===== src/rtl/hcbd_pkg.sv =====
package hcbd_pkg;

  // Configuration port geometry: one 32-bit register at byte address 0.
  localparam int CFG_AW = 3;
  localparam int CFG_DW = 32;

  localparam logic [CFG_AW-1:0] REG_CHUNKED_ENABLE = 3'd0;
  localparam logic              CHUNKED_ENABLE_RST = 1'b1;

  localparam logic [7:0] CH_CR  = 8'h0D;
  localparam logic [7:0] CH_LF  = 8'h0A;
  localparam logic [7:0] CH_SP  = 8'h20;
  localparam logic [7:0] CH_TAB = 8'h09;

  // Number of bytes that close each chunk (CR LF).
  localparam logic [1:0] TRAILER_LEN = 2'd2;

  typedef enum logic [5:0] {
    PH_LEAD   = 6'b000001,
    PH_DIGITS = 6'b000010,
    PH_REST   = 6'b000100,
    PH_DATA   = 6'b001000,
    PH_TRAIL  = 6'b010000,
    PH_DONE   = 6'b100000
  } phase_t;

  typedef struct packed {
    logic       ok;
    logic [3:0] value;
  } hex_digit_t;

  function automatic hex_digit_t hex_decode(input logic [7:0] c);
    hex_digit_t r;
    r.ok    = 1'b1;
    r.value = 4'd0;
    if (c inside {[8'h30:8'h39]}) begin
      r.value = 4'(c - 8'h30);
    end else if (c inside {[8'h61:8'h66]}) begin
      r.value = 4'(c - 8'h61 + 8'd10);
    end else if (c inside {[8'h41:8'h46]}) begin
      r.value = 4'(c - 8'h41 + 8'd10);
    end else begin
      r.ok = 1'b0;
    end
    return r;
  endfunction

endpackage


===== src/rtl/hcbd_if.sv =====
interface hcbd_in_if;
  logic       valid;
  logic       ready;
  logic [7:0] body_byte;
  logic       new_body;

  modport source (output valid, output body_byte, output new_body, input ready);
  modport sink   (input valid, input body_byte, input new_body, output ready);
endinterface

interface hcbd_out_if;
  logic       valid;
  logic       ready;
  logic [7:0] out_byte;
  logic       out_valid;
  logic       body_finished;

  modport source (output valid, output out_byte, output out_valid, output body_finished,
                  input ready);
  modport sink   (input valid, input out_byte, input out_valid, input body_finished,
                  output ready);
endinterface


===== src/rtl/http_chunked_body_decoder_top.sv =====
// Chunked transfer decoder for an HTTP response body.
//
// in_ch carries one raw body byte per word, with new_body marking the first
// byte of a fresh body. out_ch returns exactly one word per input word:
// out_valid says whether the byte is payload (out_byte is zero otherwise) and
// body_finished is set once a zero-size chunk line has been closed.
// The APB-style cfg_ port holds chunked_enable at address 0; clearing it
// passes every byte straight through and holds the decoder state unless new_body restarts it.
//
// The byte is captured in an input register at acceptance and decoded by a
// single pass of logic into the result register, which it enters once that
// register is not stalled. Throughput is one word per cycle while out_ch is
// not stalled, set by that single decode stage; the phase, size and count
// registers are updated in the same cycle that the result is written.
//
// The input register and the result register form two slots, so a word is
// still accepted while a finished result waits on a stalled receiver; once
// both slots are full in_ch.ready drops until out_ch is drained.
// Synchronous reset empties both slots, returns the decoder to the start of
// a size line and sets chunked_enable to one.
module http_chunked_body_decoder_top #(
  parameter int SIZE_BITS = 32
) (
  input  logic                       clk,
  input  logic                       rst_n,
  hcbd_in_if.sink                    in_ch,
  hcbd_out_if.source                 out_ch,
  input  logic                       cfg_psel,
  input  logic                       cfg_penable,
  input  logic                       cfg_pwrite,
  input  logic [hcbd_pkg::CFG_AW-1:0] cfg_paddr,
  input  logic [hcbd_pkg::CFG_DW-1:0] cfg_pwdata,
  output logic [hcbd_pkg::CFG_DW-1:0] cfg_prdata,
  output logic                       cfg_pready
);
  import hcbd_pkg::*;

  localparam logic [SIZE_BITS-1:0] SIZE_ALL_ONES = {SIZE_BITS{1'b1}};

  // Configuration register. Only the index bit is decoded, so any byte
  // address inside the first word selects chunked_enable.
  logic chunked_enable_r;
  logic cfg_wr;

  assign cfg_pready = 1'b1;
  assign cfg_wr     = cfg_psel && cfg_penable && cfg_pwrite && cfg_pready;

  always_ff @(posedge clk) begin
    if (!rst_n) begin
      chunked_enable_r <= CHUNKED_ENABLE_RST;
    end else if (cfg_wr && (cfg_paddr[CFG_AW-1] == REG_CHUNKED_ENABLE[CFG_AW-1])) begin
      chunked_enable_r <= cfg_pwdata[0];
    end
  end

  always_comb begin
    cfg_prdata = '0;
    if (cfg_paddr[CFG_AW-1] == REG_CHUNKED_ENABLE[CFG_AW-1]) begin
      cfg_prdata[0] = chunked_enable_r;
    end
  end

  // Two-slot flow control: input register feeding the result register.
  logic       s1_valid_r;
  logic [7:0] s1_byte_r;
  logic       s1_new_r;
  logic       out_valid_r;
  logic       out_stall;
  logic       s1_advance;
  logic       in_take;

  assign out_stall   = out_valid_r && !out_ch.ready;
  assign s1_advance  = s1_valid_r && !out_stall;
  assign in_ch.ready = !s1_valid_r || s1_advance;
  assign in_take     = in_ch.valid && in_ch.ready;

  always_ff @(posedge clk) begin
    if (!rst_n) begin
      s1_valid_r <= 1'b0;
    end else if (in_ch.ready) begin
      s1_valid_r <= in_ch.valid;
    end
  end

  always_ff @(posedge clk) begin
    if (in_take) begin
      s1_byte_r <= in_ch.body_byte;
      s1_new_r  <= in_ch.new_body;
    end
  end

  // Decoder state.
  phase_t               phase_r, phase_nxt;
  logic [SIZE_BITS-1:0] chunk_size_r, chunk_size_nxt;
  logic [SIZE_BITS-1:0] bytes_left_r, bytes_left_nxt;
  logic                 cr_seen_r, cr_seen_nxt;

  logic [7:0]           res_byte_nxt;
  logic                 res_valid_nxt;
  logic                 res_finished_nxt;

  hex_digit_t           hex;
  logic                 is_blank;
  logic                 line_end;
  logic [SIZE_BITS-1:0] count_dec;

  assign hex      = hex_decode(s1_byte_r);
  assign is_blank = (s1_byte_r == CH_SP) || (s1_byte_r == CH_TAB);

  always_comb begin
    phase_nxt        = phase_r;
    chunk_size_nxt   = chunk_size_r;
    bytes_left_nxt   = bytes_left_r;
    cr_seen_nxt      = cr_seen_r;
    res_valid_nxt    = 1'b0;
    line_end         = 1'b0;
    count_dec        = '0;

    // A new body restarts the decoder before its first byte is looked at.
    if (s1_new_r) begin
      phase_nxt      = PH_LEAD;
      chunk_size_nxt = '0;
      bytes_left_nxt = '0;
      cr_seen_nxt    = 1'b0;
    end

    if (chunked_enable_r) begin
      case (phase_nxt)
        PH_LEAD, PH_DIGITS: begin
          if ((phase_nxt == PH_LEAD) && is_blank) begin
            phase_nxt = PH_LEAD;
          end else if (hex.ok) begin
            // Saturate once another digit would overflow the size field.
            if (chunk_size_nxt[SIZE_BITS-1 -: 4] != 4'd0) begin
              chunk_size_nxt = SIZE_ALL_ONES;
            end else begin
              chunk_size_nxt = {chunk_size_nxt[SIZE_BITS-5:0], hex.value};
            end
            phase_nxt = PH_DIGITS;
          end else begin
            // First non-digit ends the number; it can never complete CR LF.
            cr_seen_nxt = (s1_byte_r == CH_CR);
            phase_nxt   = PH_REST;
          end
        end
        PH_REST: begin
          line_end = (s1_byte_r == CH_LF) && cr_seen_nxt;
          if (line_end) begin
            cr_seen_nxt = 1'b0;
            if (chunk_size_nxt == '0) begin
              phase_nxt = PH_DONE;
            end else begin
              bytes_left_nxt = chunk_size_nxt;
              phase_nxt      = PH_DATA;
            end
          end else begin
            cr_seen_nxt = (s1_byte_r == CH_CR);
          end
        end
        PH_DATA: begin
          res_valid_nxt = 1'b1;
          count_dec     = (bytes_left_nxt != '0) ? bytes_left_nxt - 1'b1 : bytes_left_nxt;
          if (count_dec == '0) begin
            bytes_left_nxt = SIZE_BITS'(TRAILER_LEN);
            phase_nxt      = PH_TRAIL;
          end else begin
            bytes_left_nxt = count_dec;
          end
        end
        PH_TRAIL: begin
          count_dec      = (bytes_left_nxt != '0) ? bytes_left_nxt - 1'b1 : bytes_left_nxt;
          bytes_left_nxt = count_dec;
          if (count_dec == '0) begin
            chunk_size_nxt = '0;
            cr_seen_nxt    = 1'b0;
            phase_nxt      = PH_LEAD;
          end
        end
        PH_DONE: begin
          phase_nxt = PH_DONE;
        end
        default: begin
          phase_nxt      = PH_LEAD;
          chunk_size_nxt = '0;
          bytes_left_nxt = '0;
          cr_seen_nxt    = 1'b0;
        end
      endcase
      res_byte_nxt     = res_valid_nxt ? s1_byte_r : 8'h00;
      res_finished_nxt = (phase_nxt == PH_DONE);
    end else begin
      // Pass-through: every byte is payload and the framing state is held, unless new_body restarted it above.
      res_valid_nxt    = 1'b1;
      res_byte_nxt     = s1_byte_r;
      res_finished_nxt = 1'b0;
    end
  end

  always_ff @(posedge clk) begin
    if (!rst_n) begin
      phase_r      <= PH_LEAD;
      chunk_size_r <= '0;
      bytes_left_r <= '0;
      cr_seen_r    <= 1'b0;
    end else if (s1_advance) begin
      phase_r      <= phase_nxt;
      chunk_size_r <= chunk_size_nxt;
      bytes_left_r <= bytes_left_nxt;
      cr_seen_r    <= cr_seen_nxt;
    end
  end

  // Result register.
  logic [7:0] out_byte_r;
  logic       out_is_payload_r;
  logic       out_finished_r;

  always_ff @(posedge clk) begin
    if (!rst_n) begin
      out_valid_r <= 1'b0;
    end else if (!out_stall) begin
      out_valid_r <= s1_valid_r;
    end
  end

  always_ff @(posedge clk) begin
    if (s1_advance) begin
      out_byte_r       <= res_byte_nxt;
      out_is_payload_r <= res_valid_nxt;
      out_finished_r   <= res_finished_nxt;
    end
  end

  assign out_ch.valid         = out_valid_r;
  assign out_ch.out_byte      = out_byte_r;
  assign out_ch.out_valid     = out_is_payload_r;
  assign out_ch.body_finished = out_finished_r;

endmodule


===== src/flat_wrapper.sv =====
// flat-port wrapper written by rule: the top's interface ports become plain ports
module http_chunked_body_decoder_top_flat import hcbd_pkg::*;
#(
  parameter int SIZE_BITS = 32
)
  (clk, rst_n, cfg_psel, cfg_penable, cfg_pwrite, cfg_paddr, cfg_pwdata, cfg_prdata, cfg_pready, in_ch_valid, in_ch_body_byte, in_ch_new_body, in_ch_ready, out_ch_valid, out_ch_out_byte, out_ch_out_valid, out_ch_body_finished, out_ch_ready);
  hcbd_in_if in_ch_i ();
  hcbd_out_if out_ch_i ();
  input  logic clk;
  input  logic rst_n;
  input  logic cfg_psel;
  input  logic cfg_penable;
  input  logic cfg_pwrite;
  input  logic [hcbd_pkg::CFG_AW-1:0] cfg_paddr;
  input  logic [hcbd_pkg::CFG_DW-1:0] cfg_pwdata;
  output logic [hcbd_pkg::CFG_DW-1:0] cfg_prdata;
  output logic cfg_pready;
  input wire logic [$bits(in_ch_i.valid)-1:0] in_ch_valid;
  input wire logic [$bits(in_ch_i.body_byte)-1:0] in_ch_body_byte;
  input wire logic [$bits(in_ch_i.new_body)-1:0] in_ch_new_body;
  output wire logic [$bits(in_ch_i.ready)-1:0] in_ch_ready;
  output wire logic [$bits(out_ch_i.valid)-1:0] out_ch_valid;
  output wire logic [$bits(out_ch_i.out_byte)-1:0] out_ch_out_byte;
  output wire logic [$bits(out_ch_i.out_valid)-1:0] out_ch_out_valid;
  output wire logic [$bits(out_ch_i.body_finished)-1:0] out_ch_body_finished;
  input wire logic [$bits(out_ch_i.ready)-1:0] out_ch_ready;
  assign in_ch_i.valid = in_ch_valid;
  assign in_ch_i.body_byte = in_ch_body_byte;
  assign in_ch_i.new_body = in_ch_new_body;
  assign in_ch_ready = in_ch_i.ready;
  assign out_ch_valid = out_ch_i.valid;
  assign out_ch_out_byte = out_ch_i.out_byte;
  assign out_ch_out_valid = out_ch_i.out_valid;
  assign out_ch_body_finished = out_ch_i.body_finished;
  assign out_ch_i.ready = out_ch_ready;
  http_chunked_body_decoder_top #(.SIZE_BITS(SIZE_BITS)) u_core (.clk(clk), .rst_n(rst_n), .in_ch(in_ch_i), .out_ch(out_ch_i), .cfg_psel(cfg_psel), .cfg_penable(cfg_penable), .cfg_pwrite(cfg_pwrite), .cfg_paddr(cfg_paddr), .cfg_pwdata(cfg_pwdata), .cfg_prdata(cfg_prdata), .cfg_pready(cfg_pready));
endmodule

===== config.mk =====
export PLATFORM = sky130hd
export DESIGN_NAME = http_chunked_body_decoder_top_flat
export DESIGN_NICKNAME = d
export VERILOG_FILES = /design/src/rtl/hcbd_pkg.sv /design/src/rtl/hcbd_if.sv /design/src/rtl/http_chunked_body_decoder_top.sv /design/src/flat_wrapper.sv
export SDC_FILE = /design/constraint.sdc
export NUM_CORES = 1
export LEC_CHECK = 0
export BUFFER_PORTS_ARGS = -buffer_cell sky130_fd_sc_hd__buf_2
export CORE_MARGIN = 8
export CORE_UTILIZATION = 45
export CTS_CLUSTER_SIZE = 30
export DETAILED_ROUTE_END_ITERATION = 12
export HOLD_SLACK_MARGIN = 0.06
export REMOVE_ABC_BUFFERS = 1
export SLEW_MARGIN = 10
export SYNTH_ARGS = -nofsm -noshare
export SYNTH_HDL_FRONTEND = slang
export SYNTH_SLANG_ARGS = --single-unit

===== constraint.sdc =====
create_clock -name clk -period 7.3 [get_ports clk]
set_input_delay 1.46 -clock clk [delete_from_list [all_inputs] [get_ports clk]]
set_output_delay 1.46 -clock clk [all_outputs]
set_load 0.01 [all_outputs]

### Yosys cells after proc, flatten, opt, wreduce, memory -nomap -nowiden

Cells that the tools add are included.

| cells by class | value |
|---|---|
| $add $sub $neg | 6 |
| multipliers | 0 |
| div/mod/pow operators | 0 |
| order comparisons | 6 |
| equal/unequal tests | 11 |
| shifts and indexed selects | 0 |
| mux-type cells | 42 |
| bitwise logic cells | 1 |
| reductions and logical operators | 24 |

Operators by type and width:

| kind | count |
|---|---|
| two-way mux 32 bit | 12 |
| case mux 32 bit (4 select lines) | 1 |
| case mux 32 bit (3 select lines) | 1 |
| logical NOT 32 bit | 2 |
| two-way mux 6 bit | 8 |
| nonzero test 32 bit | 1 |
| subtractor 32 x 1 -> 32 bit, second input constant | 1 |
| case mux 6 bit (5 select lines) | 1 |
| == test 8 x 4 -> 1 bit, second input constant | 3 |
| >= comparator 8 x 7 -> 1 bit, second input constant | 2 |
| less-or-equal comparator 8 x 7 -> 1 bit, second input constant | 2 |
| two-way mux 8 bit | 2 |
| == test 6 bit, second input constant | 2 |
| two-way mux 1 bit | 12 |
| two-way mux 4 bit | 3 |
| subtractor 4 x 1 -> 4 bit, second input constant | 3 |
| logical AND 1 bit | 11 |
| adder 4 bit, second input constant | 2 |
| == test 8 x 6 -> 1 bit, second input constant | 1 |
| >= comparator 8 x 6 -> 1 bit, second input constant | 1 |
| less-or-equal comparator 8 x 6 -> 1 bit, second input constant | 1 |
| == test 6 x 1 -> 1 bit, second input constant | 1 |
| == test 6 x 2 -> 1 bit, second input constant | 1 |
| == test 6 x 3 -> 1 bit, second input constant | 1 |
| 10 further kinds | 15 |

| word-level totals | value |
|---|---|
| register bits after elaboration | 93 |
| latch bits | 0 |
| bits in writable memories | 0 |
| ROM bits | 0 |
| bits of input ports | 51 |
| output and inout bits | 45 |
| word-level logic and storage cells | 102 |
| memories kept | 0 |

### Logic depth before layout (Yosys ltp)

Gate-level depths: netlist of the first run.

| logic depth | value |
|---|---|
| depth after elaboration | 10 |
| mapped depth | 19 |

### Worst setup path before layout of the first run

Ideal clock, no wire load.

| timing | value |
|---|---|
| kind | register -> register |
| from | register u_core.s1_new_r |
| to | register u_core.cr_seen_r |
| library setup time | 0.115 ns |
| arrival | 4.344 ns |
| slack | 2.841 ns |
| cell stages (with the launch flop) | 19 |
| path buffers | 6 |
| cell sequence | edfxtp_1 > clkbuf_1 > clkbuf_1 > inv_1 > clkbuf_1 > buf_1 > clkbuf_1 > nand2_1 > ha_1 > inv_1 > or3_1 > buf_2 > o211a_1 > or3_1 > a311oi_2 > and4b_1 > a21oi_1 > or4_1 > o21a_1 |

| between the ends | value |
|---|---|
| cells in the longest elaborated chain, start to end | 7 |

Ends and longest elaborated chain:

| element | line | text |
|---|---|---|
| start: declaration | http_chunked_body_decoder_top.sv:66 | `logic s1_new_r;` |
| start signal: assignment | http_chunked_body_decoder_top.sv:88 | `s1_new_r <= in_ch.new_body;` |
| two-way mux 32 bit | http_chunked_body_decoder_top.sv:120 | `if (s1_new_r) begin` |
| subtractor 32 x 1 -> 32 bit or nonzero test 32 bit (tied branches) | http_chunked_body_decoder_top.sv:171 | `count_dec = (bytes_left_nxt != '0) ? bytes_left_nxt - 1'b1 : bytes_left_nxt;` |
| two-way mux 32 bit | http_chunked_body_decoder_top.sv:171 |  |
| logical NOT 32 bit | http_chunked_body_decoder_top.sv:173 | `if (count_dec == '0) begin` |
| two-way mux 1 bit | http_chunked_body_decoder_top.sv:173 |  |
| case mux 1 bit (4 select lines) | http_chunked_body_decoder_top.sv:128 | `case (phase_nxt)` |
| two-way mux 1 bit (*) | http_chunked_body_decoder_top.sv:127 | `if (chunked_enable_r) begin` |
| end signal: assignment | http_chunked_body_decoder_top.sv:209 | `cr_seen_r <= cr_seen_nxt;` |
| end: declaration | http_chunked_body_decoder_top.sv:96 | `logic cr_seen_r, cr_seen_nxt;` |

Mark *: on every way between the ends. The rest lies on a longest branch, timed or not.
A chain may end at the register's enable or synchronous reset.

### Final worst setup path of the first run

| timing | value |
|---|---|
| from | register u_core.s1_new_r |
| to | register u_core.bytes_left_r[27] |

| between the ends | value |
|---|---|
| cells in the longest elaborated chain, start to end | 7 |

Ends and longest elaborated chain:

| element | line | text |
|---|---|---|
| two-way mux 32 bit | http_chunked_body_decoder_top.sv:120 |  |
| subtractor 32 x 1 -> 32 bit or nonzero test 32 bit (tied branches) | http_chunked_body_decoder_top.sv:162, http_chunked_body_decoder_top.sv:171 |  |
| two-way mux 32 bit | http_chunked_body_decoder_top.sv:162, http_chunked_body_decoder_top.sv:171 |  |
| logical NOT 32 bit | http_chunked_body_decoder_top.sv:163 | `if (count_dec == '0) begin` |
| two-way mux 32 bit | http_chunked_body_decoder_top.sv:163 |  |
| case mux 32 bit (4 select lines) | http_chunked_body_decoder_top.sv:128 |  |
| two-way mux 32 bit (*) | http_chunked_body_decoder_top.sv:127 |  |
| end signal: assignment | http_chunked_body_decoder_top.sv:208 | `bytes_left_r <= bytes_left_nxt;` |
| end: declaration | http_chunked_body_decoder_top.sv:95 | `logic [SIZE_BITS-1:0] bytes_left_r, bytes_left_nxt;` |

Marks and branches as above.

==> key figures, run 1 <==
Synthesis
  – Cells after synthesis: 950
  – Seq/Total Area, Yosys: 28.5%
  – Syn_area_per_cell: 7.59 um2
  – Yosys top cell by area: dfxtp_1
  – Flop and latch count out of synthesis: 93
  – Main synth FF type: dfxtp_1
  – Count leader, synth: nor2_1
  – Post-Syn Area: 7210 um2
  – Ys async rst share: 0%
  – Top cells by count, synth: 139 x nor2_1, 90 x a21oi_1, 74 x dfxtp_1
  – Synth top area cells: dfxtp_1 21%, edfxtp_1 7.9%, nor2_1 7.2%
  – Area share of the largest cell type after synthesis: 20.6%
  – Synth unique cells: 81
  – Synth Warn #: 0
  – Number of synthesized flops with an enable pin: 19

Global route
  – First-pass GRT wire length: 37600 um
  – Largest net degree at the start of global routing: 66
  – Grt total ovfl: 0
  – Initial antenna violation count: 0
  – Vias in the first global route: 6619
  – All-Layer GR Usage: 23.3%

Die
  – Top Ports: 96
  – Die area: 20300 um2
  – Die X: 143 um
  – Die Height: 143 um
  – Initial Util: 45.7%
  – # rows: 46
  – Core Footprint: 15800 um2

Drt
  – Initial DRC Count: 792
  – Avg Vias per Cell: 6.46
  – Routed vias: 7336
  – Post-DRT Antenna Nets: 0
  – Wire per inst: 20.9 um
  – Wirelength, routed: 23700 um
  – DR pass1 iterations: 5
  – DRC: 0

Timing
  – Fin crit period: 5.01 ns
  – Fmax achieved: 0.199 GHz
  – Setup violations, final: 0
  – Setup TNS: 0 ns
  – Final worst-path cycle share: 68.7%
  – Actual slew at the worst max-slew pin: 1.13 ns
  – Max Slew Vio Count: 0
  – Rel. slew slack: 24.6%
  – Final Hold Viols: 0
  – Clock Skew: 0.00829 ns
  – RSZ-0062 raised after global routing: false
  – Hold slack: 0.538 ns

Clock network
  – Max clock buf depth: 2
  – Clock latency on the worst-skew pair: 0.36 ns
  – Clk sinks: 93
  – CTS clk-pin slew, worst paths: 0.08 ns
  – Setup Buffers After CTS: 0
  – CTS hold repair buffers: 0
  – H-tree levels: 3
  – CTS resizes: 0
  – TritonCTS clock tree: done
  – Root Buffer: clkbuf_16
  – Num CTS Buffers: 9

Worst setup path
  – Reg2reg start: u_core.s1_new_r$_DFFE_PP_
  – Reg2reg path depth: 14
  – Largest delay share family, worst path: compound AO/OA/AOI/OAI gates
  – Setup CP Type: flop to flop
  – Worst setup EP type: flop
  – Max incr delay on CP: 0.92 ns
  – Crit-path max FO: 35
  – Worst path required time: 7.55 ns
  – Crit path cell chain: buf_4 -> nor2b_1 -> inv_1 -> ha_1 -> nand2_1 -> inv_1 -> a41oi_1 -> nor2_1 -> o31ai_1 -> nor3_1 -> nand4_1 -> o21ai_2 -> a21oi_1 -> o311a_1
  – Slowest cell on crit path: o21ai_2
  – Worst Path Buf+Inv: 3
  – Reg2Reg Capture Point: u_core.bytes_left_r[27]$_SDFFE_PN0P_
  – Crit path launch: u_core.s1_new_r$_DFFE_PP_
  – Most common cell on crit path: inv_1
  – WP data arrival: 5.26 ns
  – R2R Setup Slk: 2.29 ns
  – CP Launch Type: flop

Final layout
  – Area delta synth->final: 5.30%
  – Final core utilization: 48.1%
  – Fill cells: 1619
  – Nets: 972
  – Share of layout cells above drive strength 1: 10.0%
  – Ant diodes: 0

Power
  – Power Internal: 0.957 mW
  – Switching Fraction: 35.5%
  – LEAKAGE: 2.89 nW
  – NetSw: 0.527 mW
  – Worst vdd ir: 124 uV
  – Combinational group share of total power: 27.1%
  – Power share of the sequential group: 38.6%
  – Clock share of power: 34.3%
  – Pwr dens: 196 nW/um2

Placement
  – IO buf count: 30
  – GPL Wtd Cong: 0.931
  – Detail Placement HPWL: 15900 um

Status
  – Status: completed

Job
  – Max Cap Viol: 0

Worst hold path
  – Worst hold endpoint: u_core.out_ch.valid$_SDFFE_PN0N_
  – Hold Crit Class: flop to flop
  – Hold Path Origin: u_core.s1_valid_r$_SDFFE_PN0N_
  – Worst hold stages: 2
==> metrics by stage <==
| step | setup slack, ns | area [um2] | power, mW | instances |
|---|---|---|---|---|
| after detailed placement | 2.43 | 7270 | 0.974 | 1120 |
| final | 2.29 | 7590 | 1.48 | 1136 |
| after global placement | 2.40 | 7270 | 0.976 | 1120 |
| after CTS | 2.41 | 7590 | 1.48 | 1136 |
| after global routing | 1.96 | 7590 | 1.55 | 1136 |
| after floorplan | 1.20 | 6710 | 0.857 | 859 |
==> power groups by stage <==
stage	Combinational, mW	Clock (mW)	Sequential, mW
floorplan	0.278	0	0.579
global placement	0.392	0	0.584
detailed placement	0.391	0	0.583
CTS	0.393	0.519	0.571
global route	0.437	0.539	0.576
finish	0.402	0.509	0.573
==> cell families (layout without fill, tap and decap cells) <==
family                     count (synthesis)  in the layout  synth area share, %
and+or+nand+nor                          349            349                 24.4
muxes                                      2              2                0.278
other                                      2             32                0.104
AOI/OAI and AO/OA                        349            349                 34.9
buffers and inverters                    136             76                 9.18
xor gates and xnor gates                  13             13                 1.58
adders and majority gates                  6              6                 1.04
DFF                                       93             93                 28.5
==> state kept, by name, indices dropped and copies added (netlist names), 6 cells and up <==
name / count
u_core.bytes_left_r: 32
u_core.chunk_size_r: 32
u_core.out_ch.out_byte: 8
u_core.phase_r: 6
u_core.s1_byte_r: 8
==> placed cells by master (no fill, tap or decap), drive strengths merged, types with 8 or more instances in the layout <==
master,instances
a211oi,27
a21o,32
a21oi,93
a22oi,23
a31oi,12
and2,13
buf,45
clkbuf,9
conb,32
dfxtp,74
edfxtp,19
inv,18
nand2,63
nand3,17
nor2,140
nor2b,14
nor3,19
nor4,31
o211a,8
o211ai,9
o21ai,38
o221a,18
o311a,15
xnor2,8
==> how the worst max path moves through the flow <==
stage	slack (ns)	depth (start not counted)	end
floorplan	1.20	12	u_core.bytes_left_r[7]$_SDFFE_PN0P_
global placement	2.40	14	u_core.bytes_left_r[7]$_SDFFE_PN0P_
detailed placement	2.43	14	u_core.bytes_left_r[27]$_SDFFE_PN0P_
CTS	2.41	14	u_core.bytes_left_r[27]$_SDFFE_PN0P_
global route	1.96	14	u_core.bytes_left_r[15]$_SDFFE_PN0P_
finish	2.29	14	u_core.bytes_left_r[27]$_SDFFE_PN0P_
==> tightest hold or removal path: cells and delay by family, from the launching register on <==
family	cells	cell delay, ns
flip-flops	1	0.34
AND/OR/NAND/NOR	2	0.16
==> metal layers <==
metal / vias up / track usage [%] / wire length (um)
li1: 3454 / - / -
met1: 3512 / 32.4 / 11000
met2: 323 / 35.6 / 10600
met3: 47 / 4.16 / 1680
met4: 0 / 7.27 / 537
met5: - / 0 / 0
==> area by class of cell <==
cell class	instances	area, um2	share of cell area (%)
clock buffers	9	225	2.97
repair buffers	45	263	3.46
well taps	216	270	3.56
flip-flops and latches	93	2050	27.0
clock inverters	7	91.3	1.20
multi-input cells	751	4630	61.0
inverters	15	56.3	0.742
(Power assumes the default switching activity.)
==> run 2, diff against run 1 <==
--- a/config.mk
+++ b/config.mk
@@ -11,6 +11,7 @@
 export CTS_CLUSTER_SIZE = 30
 export DETAILED_ROUTE_END_ITERATION = 12
 export HOLD_SLACK_MARGIN = 0.06
+export PLACE_DENSITY = 0.67
 export REMOVE_ABC_BUFFERS = 1
 export SLEW_MARGIN = 10
 export SYNTH_ARGS = -nofsm -noshare
==> constraint.sdc (replaced) <==
create_clock -name clk -period 4.4 [get_ports clk]
set_input_delay 0.88 -clock clk [delete_from_list [all_inputs] [get_ports clk]]
set_output_delay 0.88 -clock clk [all_outputs]
set_load 0.01 [all_outputs]
==> key figures, run 2 (synthesized netlist as in run 1, its figures left out) <==
Status
  – Status: completed

Die
  – Die Height: 143 um
  – Top Ports: 96
  – Initial Util: 45.7%
  – # rows: 46
  – Die X: 143 um
  – Core Footprint: 15800 um2
  – Die area: 20300 um2

Worst setup path
  – CP Launch Type: flop
  – Crit path launch: u_core.s1_new_r$_DFFE_PP_
  – Reg2reg path depth: 12
  – WP data arrival: 4.33 ns
  – R2R Setup Slk: 0.33 ns
  – Reg2reg start: u_core.s1_new_r$_DFFE_PP_
  – Reg2Reg Capture Point: u_core.cr_seen_r$_SDFFE_PN0P_
  – Worst path required time: 4.66 ns
  – Crit-path max FO: 7
  – Setup crit end: u_core.cr_seen_r$_SDFFE_PN0P_
  – Worst setup EP type: flop
  – Setup CP Type: flop to flop

Final layout
  – Most common cell after layout, fill and taps aside: nor2_1
  – Share of layout cells above drive strength 1: 12.4%
  – Fill cells: 1618
  – Area delta synth->final: 7.62%
  – Biggest registers after layout: u_core.bytes_left_r: 32 flops, u_core.chunk_size_r: 32 flops
  – Nets: 998
  – Design area: 7760 um2
  – Most frequent cells in the layout: 138 x nor2_1, 90 x a21oi_1, 74 x dfxtp_1, 63 x nand2_1, 40 x buf_4
  – Ant diodes: 0

Drt
  – Avg Vias per Cell: 6.40
  – Wirelength, routed: 23600 um
  – Wire per inst: 20.3 um
  – DR pass1 iterations: 6
  – Routed vias: 7433
  – Initial DRC Count: 846
  – DRC: 0
  – Post-DRT Antenna Nets: 0

Power
  – Worst vdd ir: 184 uV
  – Combinational group share of total power: 29.1%
  – Final Power: 2.41 mW
  – Clock share of power: 31.8%
  – Power share of the sequential group: 39.2%
  – Power Internal: 1.55 mW
  – Switching Fraction: 35.8%
  – Pwr dens: 311 nW/um2
  – NetSw: 0.865 mW
  – LEAKAGE: 3.00 nW

Clock network
  – Root Buffer: clkbuf_16
  – H-tree levels: 3
  – Clock latency on the worst-skew pair: 0.36 ns
  – TritonCTS clock tree: done
  – Clk sinks: 93
  – Num CTS Buffers: 9
  – CTS hold repair buffers: 0
  – CTS resizes: 0
  – CTS clk-pin slew, worst paths: 0.07 ns
  – Setup Buffers After CTS: 0
  – Max clock buf depth: 2

Global route
  – Initial antenna violation count: 0
  – All-Layer GR Usage: 23.3%
  – First-pass GRT wire length: 37700 um
  – Largest net degree at the start of global routing: 72
  – Grt total ovfl: 0
  – Vias in the first global route: 6972

Placement
  – Detail Placement HPWL: 16500 um
  – Post-DP Area: 7470 um2
  – GPL Wtd Cong: 0.997
  – IO buf count: 30

Timing
  – RSZ-0062 raised after global routing: false
  – Fmax achieved: 0.245 GHz
  – Setup violations, final: 0
  – Fin crit period: 4.07 ns
  – Final Hold Viols: 0
  – Max Slew Vio Count: 0
  – Final worst-path cycle share: 92.6%
  – Rel. slew slack: 29.4%
  – Actual slew at the worst max-slew pin: 1.06 ns
  – Clock Skew: 0.00993 ns
  – Hold slack: 0.528 ns
  – Setup TNS: 0 ns

Worst hold path
  – Hold Crit Class: flop to flop
  – Worst hold stages: 2

Job
  – Max Cap Viol: 0
-- run 2: changes by cell type in the layout (fill, tap and decap cells not counted), sizes merged --
cell,previous run,this run
buf,45,71
bufinv,1,0
clkinv,2,3
-- run 2: stage by stage --
stage	std cells	setup WS (ns)	utilization, %
global route	1162	0.133	49.2
global placement	1146	0.450	47.4
finish	1162	0.326	49.2
CTS	1162	0.384	49.2
detailed placement	1146	0.399	47.4
floorplan	859	-1.70	-
-- run 2: how the worst min path moves through the flow --
stage / from / to / slack, ns
final: u_core.s1_valid_r$_SDFFE_PN0N_ / u_core.out_ch.valid$_SDFFE_PN0N_ / 0.53
after global routing: u_core.chunk_size_r[26]$_SDFFE_PN0P_ / u_core.chunk_size_r[26]$_SDFFE_PN0P_ / 0.55
after CTS: u_core.s1_valid_r$_SDFFE_PN0N_ / u_core.out_ch.valid$_SDFFE_PN0N_ / 0.53
after detailed placement: u_core.chunk_size_r[1]$_SDFFE_PN0P_ / u_core.chunk_size_r[1]$_SDFFE_PN0P_ / 0.52
after global placement: u_core.phase_r[4]$_SDFFE_PN0P_ / u_core.phase_r[4]$_SDFFE_PN0P_ / 0.51
after floorplan: u_core.s1_valid_r$_SDFFE_PN0N_ / u_core.out_ch.valid$_SDFFE_PN0N_ / 0.49
-- run 2: final cells by class --
cell class / instances / area [um2] / area share [%]
Multi-Input combinational cell: 751 / 4630 / 59.6
Clock buffer: 9 / 225 / 2.90
Clock inverter: 7 / 56.3 / 0.726
Inverter: 15 / 56.3 / 0.726
Timing Repair Buffer: 71 / 470 / 6.07
Tap cell: 216 / 270 / 3.48
Sequential cell: 93 / 2050 / 26.5
-- run 2: critical path, cell delays in order, from the launching register on --
cell      delay, ns
edfxtp_1       0.56
nor2b_1        0.13
inv_1          0.12
ha_1           0.34
inv_1          0.17
or3_1          0.54
o211a_1        0.27
or3_1          0.32
a311oi_2       0.28
and4b_1        0.33
a21oi_1        0.16
or4_1          0.56
o21a_1         0.18
-- run 2: power groups by stage --
stage	combinational [mW]	clock, mW	sequential [mW]
6_report	0.702	0.767	0.946
3_3_place_gp	0.681	0	0.963
2_1_floorplan	0.461	0	0.961
4_1_cts	0.688	0.779	0.944
5_1_grt	0.767	0.808	0.950
3_5_place_dp	0.685	0	0.963
-- run 2: per-layer routing --
metal / routed length [um] / vias up / global-route usage, %
met4: 869 / 0 / 12.4
met3: 1990 / 65 / 3.15
met1: 10200 / 3507 / 32.1
li1: - / 3507 / -
met2: 10500 / 354 / 34.6
met5: 0 / - / 0
==> run 3, diff against run 2 <==
--- a/config.mk
+++ b/config.mk
@@ -6,12 +6,14 @@
 export NUM_CORES = 1
 export LEC_CHECK = 0
 export BUFFER_PORTS_ARGS = -buffer_cell sky130_fd_sc_hd__buf_2
+export CELL_PAD_IN_SITES_DETAIL_PLACEMENT = 1
+export CELL_PAD_IN_SITES_GLOBAL_PLACEMENT = 1
 export CORE_MARGIN = 8
-export CORE_UTILIZATION = 45
+export CORE_UTILIZATION = 39
 export CTS_CLUSTER_SIZE = 30
 export DETAILED_ROUTE_END_ITERATION = 12
-export HOLD_SLACK_MARGIN = 0.06
-export PLACE_DENSITY = 0.67
+export HOLD_SLACK_MARGIN = 0.05
+export PLACE_DENSITY_LB_ADDON = 0.1
 export REMOVE_ABC_BUFFERS = 1
 export SLEW_MARGIN = 10
 export SYNTH_ARGS = -nofsm -noshare
==> key figures, run 3 (synthesized netlist as in run 1, its figures left out) <==
Status
  – Status: completed

Clock network
  – Max clock buf depth: 2
  – Num CTS Buffers: 9
  – TritonCTS clock tree: done
  – CTS resizes: 0
  – CTS hold repair buffers: 0
  – Root Buffer: clkbuf_16
  – CTS clk-pin slew, worst paths: 0.08 ns
  – Clock latency on the worst-skew pair: 0.36 ns
  – Setup Buffers After CTS: 0
  – Clk sinks: 93
  – H-tree levels: 3

Drt
  – Initial DRC Count: 490
  – Post-DRT Antenna Nets: 0
  – DR pass1 iterations: 4
  – Wire per inst: 24.1 um
  – Wirelength, routed: 28300 um
  – Routed vias: 7702
  – DRC: 0
  – Avg Vias per Cell: 6.56

Worst setup path
  – Worst path required time: 4.64 ns
  – WP data arrival: 4.32 ns
  – CP Launch Type: flop
  – Worst setup EP type: flop
  – Setup CP Type: flop to flop
  – Crit-path max FO: 11

Die
  – Core Footprint: 18000 um2
  – # rows: 49
  – Initial Util: 40.0%
  – Die X: 152 um
  – Top Ports: 96
  – Die area: 23100 um2
  – Die Height: 152 um

Global route
  – Grt total ovfl: 0
  – All-Layer GR Usage: 23.8%
  – Vias in the first global route: 7991
  – First-pass GRT wire length: 44900 um
  – Initial antenna violation count: 0
  – Largest net degree at the start of global routing: 81

Timing
  – Final worst-path cycle share: 92.7%
  – Actual slew at the worst max-slew pin: 1.00 ns
  – Max Slew Vio Count: 0
  – Fmax achieved: 0.245 GHz
  – Worst setup margin: 0.319 ns
  – Rel. slew slack: 33.0%
  – Clock Skew: 0.0129 ns
  – Setup violations, final: 0
  – Hold slack: 0.552 ns
  – Final Hold Viols: 0
  – Fin crit period: 4.08 ns
  – RSZ-0062 raised after global routing: false

Final layout
  – Finished Layout Cells: 1174
  – Biggest registers after layout: u_core.bytes_left_r: 32 flops, u_core.chunk_size_r: 32 flops
  – Area delta synth->final: 8.33%
  – Share of layout cells above drive strength 1: 12.5%
  – Ant diodes: 0
  – Design area: 7810 um2
  – Most common cell after layout, fill and taps aside: nor2_1
  – Most frequent cells in the layout: 138 x nor2_1, 90 x a21oi_1, 74 x dfxtp_1, 63 x nand2_1, 38 x buf_4
  – Nets: 997

Placement
  – Detail Placement HPWL: 20200 um
  – IO buf count: 30
  – Post-DP Area: 7500 um2
  – Dpl ws: 0.279 ns
  – GPL Wtd Cong: 0.938
  – Placed insts: 1158

Power
  – Switching Fraction: 37.4%
  – Power share of the sequential group: 37.9%
  – LEAKAGE: 3.01 nW
  – NetSw: 0.937 mW
  – Pwr dens: 321 nW/um2
  – Combinational group share of total power: 29.8%
  – Clock share of power: 32.3%
  – Power Internal: 1.57 mW
  – Worst vdd ir: 191 uV

Worst hold path
  – Hold Crit Class: flop to flop

Job
  – Max Cap Viol: 0
==> run 3: per-stage QoR <==
| step | total power, mW | util, % | TNS (ns) |
|---|---|---|---|
| after global placement | 1.68 | 41.6 | 0 |
| after floorplan | 1.42 | - | -98.43 |
| after global routing | 2.62 | 43.3 | 0 |
| after CTS | 2.51 | 43.3 | 0 |
| final | 2.51 | 43.3 | 0 |
| after detailed placement | 1.70 | 41.6 | 0 |
==> run 3: metal layers <==
metal / vias to the layer above / track usage, % / share of wire (%)
met4: 0 / 9.76 / 2.7
met5: - / 0 / 0
met3: 54 / 3.53 / 5.0
li1: 3501 / - / -
met2: 226 / 39.0 / 47
met1: 3921 / 30.6 / 46
==> run 3: area by class of cell <==
class | count | area (um2)
clock buffer | 9 | 225
clock inverter | 7 | 78.8
fill | 2233 | 10200
inverter | 15 | 56.3
multi-input combinational | 751 | 4630
sequential | 93 | 2050
tap | 229 | 287
timing repair buffer | 70 | 475
==> run 3: critical path, stage by stage (launching register included) <==
cell and delay [ns]:
edfxtp_1 0.54, nor2b_1 0.13, inv_1 0.15, ha_2 0.31, inv_1 0.14, or3_1 0.48
buf_4 0.20, o221ai_1 0.22, mux2i_1 0.34, a311oi_2 0.08, and4b_1 0.31, a21oi_1 0.38
nor3_1 0.10, buf_4 0.20, a2111oi_0 0.37
==> run 3: path summary, 6_finish.rpt <==
| kind | from | to | slack (ns) | cells after the start |
|---|---|---|---|---|
| min reg2reg | u_core.chunk_size_r[22]$_SDFFE_PN0P_ | u_core.chunk_size_r[22]$_SDFFE_PN0P_ | 0.55 | 2 |
| max | u_core.s1_new_r$_DFFE_PP_ | u_core.chunk_size_r[3]$_SDFFE_PN0P_ | 0.32 | 14 |
| min | u_core.chunk_size_r[22]$_SDFFE_PN0P_ | u_core.chunk_size_r[22]$_SDFFE_PN0P_ | 0.55 | 2 |
| max reg2reg | u_core.s1_new_r$_DFFE_PP_ | u_core.chunk_size_r[3]$_SDFFE_PN0P_ | 0.32 | 14 |
==> run 3: power by group through the flow <==
stage	sequential, mW	clock [mW]	combinational [mW]
finish	0.950	0.810	0.748
CTS	0.948	0.823	0.738
floorplan	0.961	0	0.461
global placement	0.965	0	0.716
detailed placement	0.967	0	0.734
global route	0.953	0.858	0.811
